--- config.mk ---
export PLATFORM = sky130hd
export DESIGN_NAME = countdown_guard_with_id_table_core
export DESIGN_NICKNAME = d
export VERILOG_FILES = /design/src/cdg_pkg.sv /design/src/countdown_guard_with_id_table_core.sv /design/src/cdg_id_ram.sv /design/src/cdg_id_search.sv
export SDC_FILE = /design/constraint.sdc
export NUM_CORES = 2
export LEC_CHECK = 0
export BUFFER_PORTS_ARGS = -buffer_cell sky130_fd_sc_hd__clkbuf_2
export CAP_MARGIN = 20
export CORE_ASPECT_RATIO = 1.1
export CORE_MARGIN = 2
export CORE_UTILIZATION = 45
export DETAILED_ROUTE_END_ITERATION = 7
export GPL_ROUTABILITY_DRIVEN = 0
export MAX_ROUTING_LAYER = met4
export REMOVE_ABC_BUFFERS = 1
export SKIP_CTS_REPAIR_TIMING = 1
export SLEW_MARGIN = 10
export SYNTH_ARGS = -nofsm -noshare
export SYNTH_HDL_FRONTEND = slang
export SYNTH_SLANG_ARGS = --single-unit
--- constraint.sdc ---
create_clock -name clk_i -period 5.8 [get_ports clk_i]
set_clock_uncertainty 0.2 [all_clocks]
set_input_delay 1.16 -clock clk_i [delete_from_list [all_inputs] [get_ports clk_i]]
set_output_delay 1.16 -clock clk_i [all_outputs]
set_load 0.01 [all_outputs]
--- src/cdg_pkg.sv ---
`default_nettype none

package cdg_pkg;

  localparam int unsigned TableDepth = 64;
  localparam int unsigned IdxW       = (TableDepth > 1) ? $clog2(TableDepth) : 1;
  localparam int unsigned FillW      = $clog2(TableDepth + 1);
  localparam int unsigned IdW        = 32;
  localparam int unsigned CountW     = 16;
  localparam logic [CountW-1:0] ReloadReset = 16'd1440;

  typedef enum logic [2:0] {
    OpTick       = 3'd0,
    OpReload     = 3'd1,
    OpRegister   = 3'd2,
    OpUnregister = 3'd3,
    OpRecover    = 3'd4,
    OpCheck      = 3'd5
  } cdg_op_e;

  typedef enum logic [1:0] {
    ModeMonitoring  = 2'd0,
    ModeCompromised = 2'd1,
    ModeRecovering  = 2'd2
  } cdg_mode_e;

  typedef enum logic [1:0] {
    SIdle,
    SScan,
    SLast,
    SDone
  } cdg_state_e;

  typedef struct packed {
    logic [2:0]     req_type;
    logic [IdW-1:0] process_id;
  } cdg_req_t;

  typedef struct packed {
    logic [CountW-1:0] remaining_minutes;
    logic [1:0]        system_state;
    logic [6:0]        entry_count;
    logic              deny_terminate;
  } cdg_res_t;

  typedef struct packed {
    logic           valid;
    logic [2:0]     op;
    logic [IdW-1:0] id;
  } cdg_tbl_cmd_t;

  typedef struct packed {
    logic             done;
    logic             hit;
    logic [FillW-1:0] fill;
  } cdg_tbl_rsp_t;

endpackage

`default_nettype wire

--- src/countdown_guard_with_id_table_core.sv ---
// channel   | handshake                 | payload
// ----------+---------------------------+------------------------------
// request   | start in, busy out        | req_i  (req_type, process_id)
// result    | done_o strobe, one cycle  | res_o  (minutes, state, count, deny)
// config    | cfg_valid_i / cfg_ready_o | cfg_data_i (reload_minutes)
//
// tick, reload, recovery, register: result via the SDone state and the done_q register
// check, unregister: table scan at one entry per cycle through the single
// read port of the id memory
// busy stays high from the accepting edge until the result is registered
// reset: countdown 1440, monitoring, empty table; no clearing pass
// results cannot be stalled; the done_o strobe marks them for one cycle only
`default_nettype none

module countdown_guard_with_id_table_core
  import cdg_pkg::*;
(
  input  wire logic              clk_i,
  input  wire logic              rst_ni,
  input  wire logic              start,
  output logic                   busy,
  input  wire cdg_req_t          req_i,
  output logic                   done_o,
  output cdg_res_t               res_o,
  input  wire logic              cfg_valid_i,
  output logic                   cfg_ready_o,
  input  wire logic [CountW-1:0] cfg_data_i
);

  logic              busy_q, busy_d;
  logic              done_q;
  cdg_res_t          res_q;
  logic [CountW-1:0] reload_q;
  logic [CountW-1:0] count_q, count_d;
  cdg_mode_e         mode_q, mode_d;
  logic              accept;
  cdg_tbl_cmd_t      tbl_cmd;
  cdg_tbl_rsp_t      tbl_rsp;

  assign accept      = start && !busy_q;
  assign busy        = busy_q;
  assign cfg_ready_o = 1'b1;
  assign done_o      = done_q;
  assign res_o       = res_q;

  assign tbl_cmd.valid = accept;
  assign tbl_cmd.op    = req_i.req_type;
  assign tbl_cmd.id    = req_i.process_id;

  cdg_id_search u_search (
    .clk_i (clk_i),
    .rst_ni(rst_ni),
    .cmd_i (tbl_cmd),
    .rsp_o (tbl_rsp)
  );

  always_comb begin
    count_d = count_q;
    mode_d  = mode_q;
    busy_d  = busy_q;
    if (tbl_rsp.done) begin
      busy_d = 1'b0;
    end
    if (accept) begin
      busy_d = 1'b1;
      case (req_i.req_type)
        OpTick: begin
          if (count_q != '0) begin
            count_d = count_q - CountW'(1);
          end
          if (count_q <= CountW'(1)) begin
            mode_d = ModeCompromised;
          end
        end
        OpReload: begin
          count_d = reload_q;
          mode_d  = ModeMonitoring;
        end
        OpRecover: mode_d = ModeRecovering;
        default: ;
      endcase
    end
  end

  always_ff @(posedge clk_i or negedge rst_ni) begin
    if (!rst_ni) begin
      busy_q   <= 1'b0;
      done_q   <= 1'b0;
      reload_q <= ReloadReset;
      count_q  <= ReloadReset;
      mode_q   <= ModeMonitoring;
    end else begin
      busy_q  <= busy_d;
      done_q  <= tbl_rsp.done;
      count_q <= count_d;
      mode_q  <= mode_d;
      if (cfg_valid_i && cfg_ready_o) begin
        reload_q <= cfg_data_i;
      end
    end
  end

  always_ff @(posedge clk_i) begin
    if (tbl_rsp.done) begin
      res_q.remaining_minutes <= count_q;
      res_q.system_state      <= mode_q;
      res_q.entry_count       <= 7'(tbl_rsp.fill);
      res_q.deny_terminate    <= tbl_rsp.hit && (mode_q == ModeMonitoring);
    end
  end

  a_busy_after_accept: assert property (@(posedge clk_i) disable iff (!rst_ni)
    accept |=> busy_q)
    else $error("busy not raised after request");

  a_done_when_idle: assert property (@(posedge clk_i) disable iff (!rst_ni)
    done_q |-> !busy_q)
    else $error("result strobe while busy");

  a_single_strobe: assert property (@(posedge clk_i) disable iff (!rst_ni)
    done_q |=> !done_q)
    else $error("result strobe repeated");

  a_deny_monitoring: assert property (@(posedge clk_i) disable iff (!rst_ni)
    (done_q && res_q.deny_terminate) |-> (res_q.system_state == ModeMonitoring))
    else $error("deny outside monitoring");

  a_fill_bound: assert property (@(posedge clk_i) disable iff (!rst_ni)
    tbl_rsp.done |-> (tbl_rsp.fill <= FillW'(TableDepth)))
    else $error("table fill beyond depth");

endmodule

`default_nettype wire

--- src/cdg_id_ram.sv ---
`default_nettype none

module cdg_id_ram #(
  parameter int unsigned Depth = 64,
  parameter int unsigned Width = 32,
  localparam int unsigned AddrW = (Depth > 1) ? $clog2(Depth) : 1
) (
  input  wire logic             clk_i,
  input  wire logic             we_i,
  input  wire logic [AddrW-1:0] waddr_i,
  input  wire logic [Width-1:0] wdata_i,
  input  wire logic             re_i,
  input  wire logic [AddrW-1:0] raddr_i,
  output logic      [Width-1:0] rdata_o
);

  logic [Width-1:0] mem [Depth];

  always_ff @(posedge clk_i) begin
    if (we_i) begin
      mem[waddr_i] <= wdata_i;
    end
  end

  always_ff @(posedge clk_i) begin
    if (re_i) begin
      rdata_o <= mem[raddr_i];
    end
  end

endmodule

`default_nettype wire

--- src/cdg_id_search.sv ---
`default_nettype none

module cdg_id_search
  import cdg_pkg::*;
(
  input  wire logic         clk_i,
  input  wire logic         rst_ni,
  input  wire cdg_tbl_cmd_t cmd_i,
  output cdg_tbl_rsp_t      rsp_o
);

  cdg_state_e       state_q, state_d;
  logic [FillW-1:0] fill_q, fill_d;
  logic [FillW-1:0] rd_idx_q, rd_idx_d;
  logic             cmp_vld_q, cmp_vld_d;
  logic [IdxW-1:0]  cmp_idx_q, cmp_idx_d;
  logic [IdxW-1:0]  match_idx_q, match_idx_d;
  logic [IdW-1:0]   id_q, id_d;
  logic             unreg_q, unreg_d;

  logic             ram_we;
  logic [IdxW-1:0]  ram_waddr;
  logic [IdW-1:0]   ram_wdata;
  logic             ram_re;
  logic [IdxW-1:0]  ram_raddr;
  logic [IdW-1:0]   ram_rdata;

  logic             full;
  logic             hit_now;
  logic [FillW-1:0] last_pos;

  assign full     = (fill_q == FillW'(TableDepth));
  assign hit_now  = cmp_vld_q && (ram_rdata == id_q);
  assign last_pos = fill_q - FillW'(1);

  cdg_id_ram #(
    .Depth(TableDepth),
    .Width(IdW)
  ) u_ram (
    .clk_i  (clk_i),
    .we_i   (ram_we),
    .waddr_i(ram_waddr),
    .wdata_i(ram_wdata),
    .re_i   (ram_re),
    .raddr_i(ram_raddr),
    .rdata_o(ram_rdata)
  );

  always_ff @(posedge clk_i or negedge rst_ni) begin
    if (!rst_ni) begin
      state_q   <= SIdle;
      fill_q    <= '0;
      rd_idx_q  <= '0;
      cmp_vld_q <= 1'b0;
    end else begin
      state_q   <= state_d;
      fill_q    <= fill_d;
      rd_idx_q  <= rd_idx_d;
      cmp_vld_q <= cmp_vld_d;
    end
  end

  always_ff @(posedge clk_i) begin
    cmp_idx_q   <= cmp_idx_d;
    match_idx_q <= match_idx_d;
    id_q        <= id_d;
    unreg_q     <= unreg_d;
  end

  always_comb begin
    state_d     = state_q;
    fill_d      = fill_q;
    rd_idx_d    = rd_idx_q;
    cmp_vld_d   = 1'b0;
    cmp_idx_d   = cmp_idx_q;
    match_idx_d = match_idx_q;
    id_d        = id_q;
    unreg_d     = unreg_q;
    ram_we      = 1'b0;
    ram_waddr   = fill_q[IdxW-1:0];
    ram_wdata   = id_q;
    ram_re      = 1'b0;
    ram_raddr   = rd_idx_q[IdxW-1:0];
    rsp_o.done  = 1'b0;
    rsp_o.hit   = 1'b0;

    case (state_q)
      SIdle: begin
        if (cmd_i.valid) begin
          id_d    = cmd_i.id;
          unreg_d = (cmd_i.op == OpUnregister);
          case (cmd_i.op)
            OpRegister: begin
              if (!full) begin
                ram_we    = 1'b1;
                ram_wdata = cmd_i.id;
                fill_d    = fill_q + FillW'(1);
              end
              state_d = SDone;
            end
            OpUnregister, OpCheck: begin
              rd_idx_d = '0;
              state_d  = SScan;
            end
            default: state_d = SDone;
          endcase
        end
      end
      SScan: begin
        if (hit_now) begin
          if (unreg_q) begin
            ram_re      = 1'b1;
            ram_raddr   = last_pos[IdxW-1:0];
            match_idx_d = cmp_idx_q;
            state_d     = SLast;
          end else begin
            rsp_o.done = 1'b1;
            rsp_o.hit  = 1'b1;
            state_d    = SIdle;
          end
        end else if (rd_idx_q == fill_q) begin
          rsp_o.done = 1'b1;
          state_d    = SIdle;
        end else begin
          ram_re    = 1'b1;
          cmp_vld_d = 1'b1;
          cmp_idx_d = rd_idx_q[IdxW-1:0];
          rd_idx_d  = rd_idx_q + FillW'(1);
        end
      end
      SLast: begin
        // move the last entry into the freed slot
        ram_we     = 1'b1;
        ram_waddr  = match_idx_q;
        ram_wdata  = ram_rdata;
        fill_d     = last_pos;
        rsp_o.done = 1'b1;
        state_d    = SIdle;
      end
      SDone: begin
        rsp_o.done = 1'b1;
        state_d    = SIdle;
      end
      default: state_d = SIdle;
    endcase

    rsp_o.fill = fill_d;
  end

endmodule

`default_nettype wire
==> results.yml <==
status:
  status: "completed"
synth:
  synth-main-ff-cell: "edfxtp_1"
  synth_compound_area_share_pct: 10.1
  syn_inst: 6588
  synth_top_family_by_area: "compound AO/OA/AOI/OAI gates"
  synth-edff-count: 2151
  async_flop_share_pct: 2.40
  syn_avg_cell_area_sq_um: 13.9
  yosys.area_share.simple_pct: 6.74
  synth_fa_ha_area_share_pct: 0.0820
  synthMuxAreaShare_pct: 8.54
  synth_area_sq_mm: 0.0915
  ys_types: 62
  synth_xor_area_share_pct: 0.412
  ys_seq_elements: 2204
  yosysWarnings: 0
  yosysSeqAreaShare_pct: 72.1
grt:
  antenna_found_initial: 14
  grt_max_degree: 139
  track_usage_pct: 27.3
  grt_pass1_wl_um: 400000
  grt_pass1_vias: 57000
  grt_overflow_total: 0
setup_path:
  worstRegToRegCells: 11
  ff2ff_setup_slack_ps: 560
  crit_buf_inv: 2
  slowest_delay_ps: 1160
  cpMaxStageDelayCell: "o31ai_1"
  critPathTopFamily: "compound AO/OA/AOI/OAI gates"
  cp.depth: 11
  critPathKind: "flop to flop"
  cp_cell_sequence: "xnor2_1 > nand4_1 > nor3_1 > and4_4 > mux2i_4 > buf_12 > buf_4 > mux2i_1 > o22ai_1 > o31ai_1 > o2111ai_1"
  crit_arrival_ps: 5570
  cp_max_fo: 40
  start_kind: "flop"
  crit_required_ps: 6130
  r2r_start: "u_search.u_ram.rdata_o[25]$_DFFE_PP_"
  rr_endpoint: "u_search.u_ram.rdata_o[21]$_DFFE_PP_"
  end_kind: "flop"
timing:
  tightestPinTransition_ps: 1390
  max_slew_margin_pct: 6.75
  hold_viol_final: 0
  period_needed_ps: 5240
  slew_viol_final: 0
  finalCritPeriodShare_pct: 90.3
  rsz0062_at_grt: "no"
  fmaxAchievable_ghz: 0.191
  hold_ws_ps: 220
  setup_viol: 0
drt:
  viasPerCell: 6.14
  wirelength_um: 279000
  drtAntennaViolNets: 0
  drt_iter0_markers: 7518
  drt_pass1_iterations: 6
  vias: 59200
  wl_per_cell_um: 28.9
  drc: 0
cts:
  clock-root-buffer: "clkbuf_16"
  cts_sinks: 2204
  clockBufferDepth: 3
  tritoncts: "done"
  clk_pin_slew_ps: 60
  h-tree-depth: 4
  cts_buffers: 215
  clk_latency_ps: 870
finish:
  finalInstanceArea_sq_mm: 0.104
  layout.nets: 6817
  fillers: 16500
  postLayoutCoreUtil_pct: 51.6
  drive_above_1_share_pct: 12.0
  syn_to_final_growth_pct: 14.0
die:
  initial_core_util_pct: 45.3
  top_level_ports: 84
  dieArea_sq_mm: 0.207
  num_rows: 173
  die_h_um: 477
  die_x_um: 434
  coreArea_sq_mm: 0.202
place:
  place_area_sq_mm: 0.0975
  portBuffers: 82
  hpwl_um: 162000
power:
  ir_drop_v: 0.000374
  p_leak_uw: 0.0362
  power_density_mw_per_mm2: 451
worst_hold_path:
  holdPathStages: 0
  hp-start: "u_search.cmp_idx_q[1]$_DFFE_PP_"
  worstHoldEndpoint: "u_search.match_idx_q[1]$_DFFE_PP_"
  hp-class: "flop to flop"
run:
  drv_cap: 0
[power by group]
group | switching (uW) | internal (uW)
clock | 6000 | 7600
combinational | 9690 | 4410
sequential | 383 | 19000
[cell type report]
type / instances / area, sq um / area share, %
clock buffer: 272 / 5620 / 5.38
timing repair buffer: 386 / 3390 / 3.25
multi-input combinational: 3932 / 24700 / 23.7
sequential: 2204 / 65900 / 63.2
tap: 2712 / 3390 / 3.25
antenna: 10 / 25.0 / 0.0240
inverter: 17 / 71.3 / 0.0684
clock inverter: 122 / 1150 / 1.10
[how the worst max path moves through the flow]
stage,startpoint,end,slack [ps]
floorplan,u_search.rd_idx_q[0]$_DFFE_PN0P_,u_search.u_ram.rdata_o[27]$_DFFE_PP_,-187530
global placement,u_search.u_ram.rdata_o[25]$_DFFE_PP_,u_search.u_ram.rdata_o[6]$_DFFE_PP_,800
detailed placement,u_search.u_ram.rdata_o[25]$_DFFE_PP_,u_search.u_ram.rdata_o[21]$_DFFE_PP_,790
CTS,u_search.u_ram.rdata_o[25]$_DFFE_PP_,u_search.u_ram.rdata_o[21]$_DFFE_PP_,790
global route,u_search.u_ram.rdata_o[10]$_DFFE_PP_,u_search.u_ram.rdata_o[21]$_DFFE_PP_,450
finish,u_search.u_ram.rdata_o[25]$_DFFE_PP_,u_search.u_ram.rdata_o[21]$_DFFE_PP_,560
[Yosys cell counts, types with 8 or more instances]
cell type     n  area share (%)
edfxtp_1   2151              71
dfstp_2       8            0.23
dfrtp_1      45             1.2
o21ai_0     341             1.9
a22oi_1      61            0.50
buf_2       127            0.69
buf_1        18           0.074
nand3_1      15           0.082
nand4_1      20            0.14
o21ai_1      15           0.082
nand2_1    1238             5.1
nor3_1       25            0.14
nor4_1       38            0.26
xnor2_1      25            0.24
nand2b_1     27            0.18
a21oi_1     601             3.3
mux2i_1     751             8.2
clkbuf_1    286             1.2
o22ai_1     315             2.2
o2111ai_1   130             1.2
o31ai_1      96            0.79
nor2_1      114            0.47
xor2_1       18            0.17
inv_1        17           0.070
mux2_2       24            0.30
[sequential cells by signal (all words and copies together), names as in the netlist]
register / count
busy: 1
count_q: 16
done_o: 1
mode_q: 2
reload_q: 16
res_o: 26
u_search.cmp_idx_q: 6
u_search.cmp_vld_q: 1
u_search.fill_q: 7
u_search.id_q: 32
u_search.match_idx_q: 6
u_search.rd_idx_q: 7
u_search.state_q: 2
u_search.u_ram.mem: 2048
u_search.u_ram.rdata_o: 32
u_search.unreg_q: 1
[metal layers]
metal	share of wire, %	routed length [um]	GRT usage [%]
met3	7.9	22100	3.42
met5	0	0	-
met2	47	131000	41.6
met1	40	112000	36.1
met4	5.2	14600	13.6
[per-stage QoR]
stage	setup slack [ps]	total power, uW	instances	setup TNS (ps)
floorplan	-187530	30100	6153	-6968210
global placement	798	33400	9249	0
detailed placement	793	33600	9251	0
CTS	793	47100	9645	0
global route	451	48600	9651	0
finish	560	47000	9655	0
[worst reg2reg max path: cells and delay by family (launching register included)]
family	cells	cell delay [ps]
buffers and inverters	2	760
XOR/XNOR	1	330
AND/OR/NAND/NOR	3	1040
flip-flops	1	490
multiplexers	2	550
AO/OA/AOI/OAI	3	1540
[cells by family (layout without fill, tap and decap cells)]
kind of cell | Yosys count | count (layout)
flops | 2204 | 2204
compound gates | 1581 | 1581
simple gates | 1524 | 1524
mux | 777 | 777
buf+inv | 452 | 797
xor+xnor | 43 | 43
fa+ha+maj | 6 | 6
other cells | 1 | 11
[layout by cell type (no fill, tap or decap), types with 6 or more instances in the layout]
cell       Yosys  routed
xnor2_1       25      25
o31ai_1       96      95
clkbuf_1     286      56
mux2i_1      751     745
edfxtp_1    2151    2151
nor3_1        25      25
nand4_1       20      20
clkbuf_2       0      82
xor2_1        18      18
clkbuf_16      0     216
o21ai_4        0      33
a22oi_1       61      61
o22ai_1      315     315
nand3b_1       6       6
buf_4          4     248
or3_1          6       6
clkinv_1       0      51
mux2_2        24      21
dfstp_2        8       8
a21oi_1      601     601
nand3_1       15      15
nand2b_1      27      27
dfrtp_1       45      42
diode_2        0      10
inv_1         17      15
nor2_1       114      48
bufinv_16      0      17
nand2_1     1238    1237
clkinv_2       0      38
nor2_4         0      64
o2111ai_1    130     130
o21ai_0      341     308
ha_1           6       6
o21ai_1       15      15
nor4_1        38      37
buf_12         0      55
mux2i_4        0       7
Note: power is estimated with default switching activity, not from simulation.
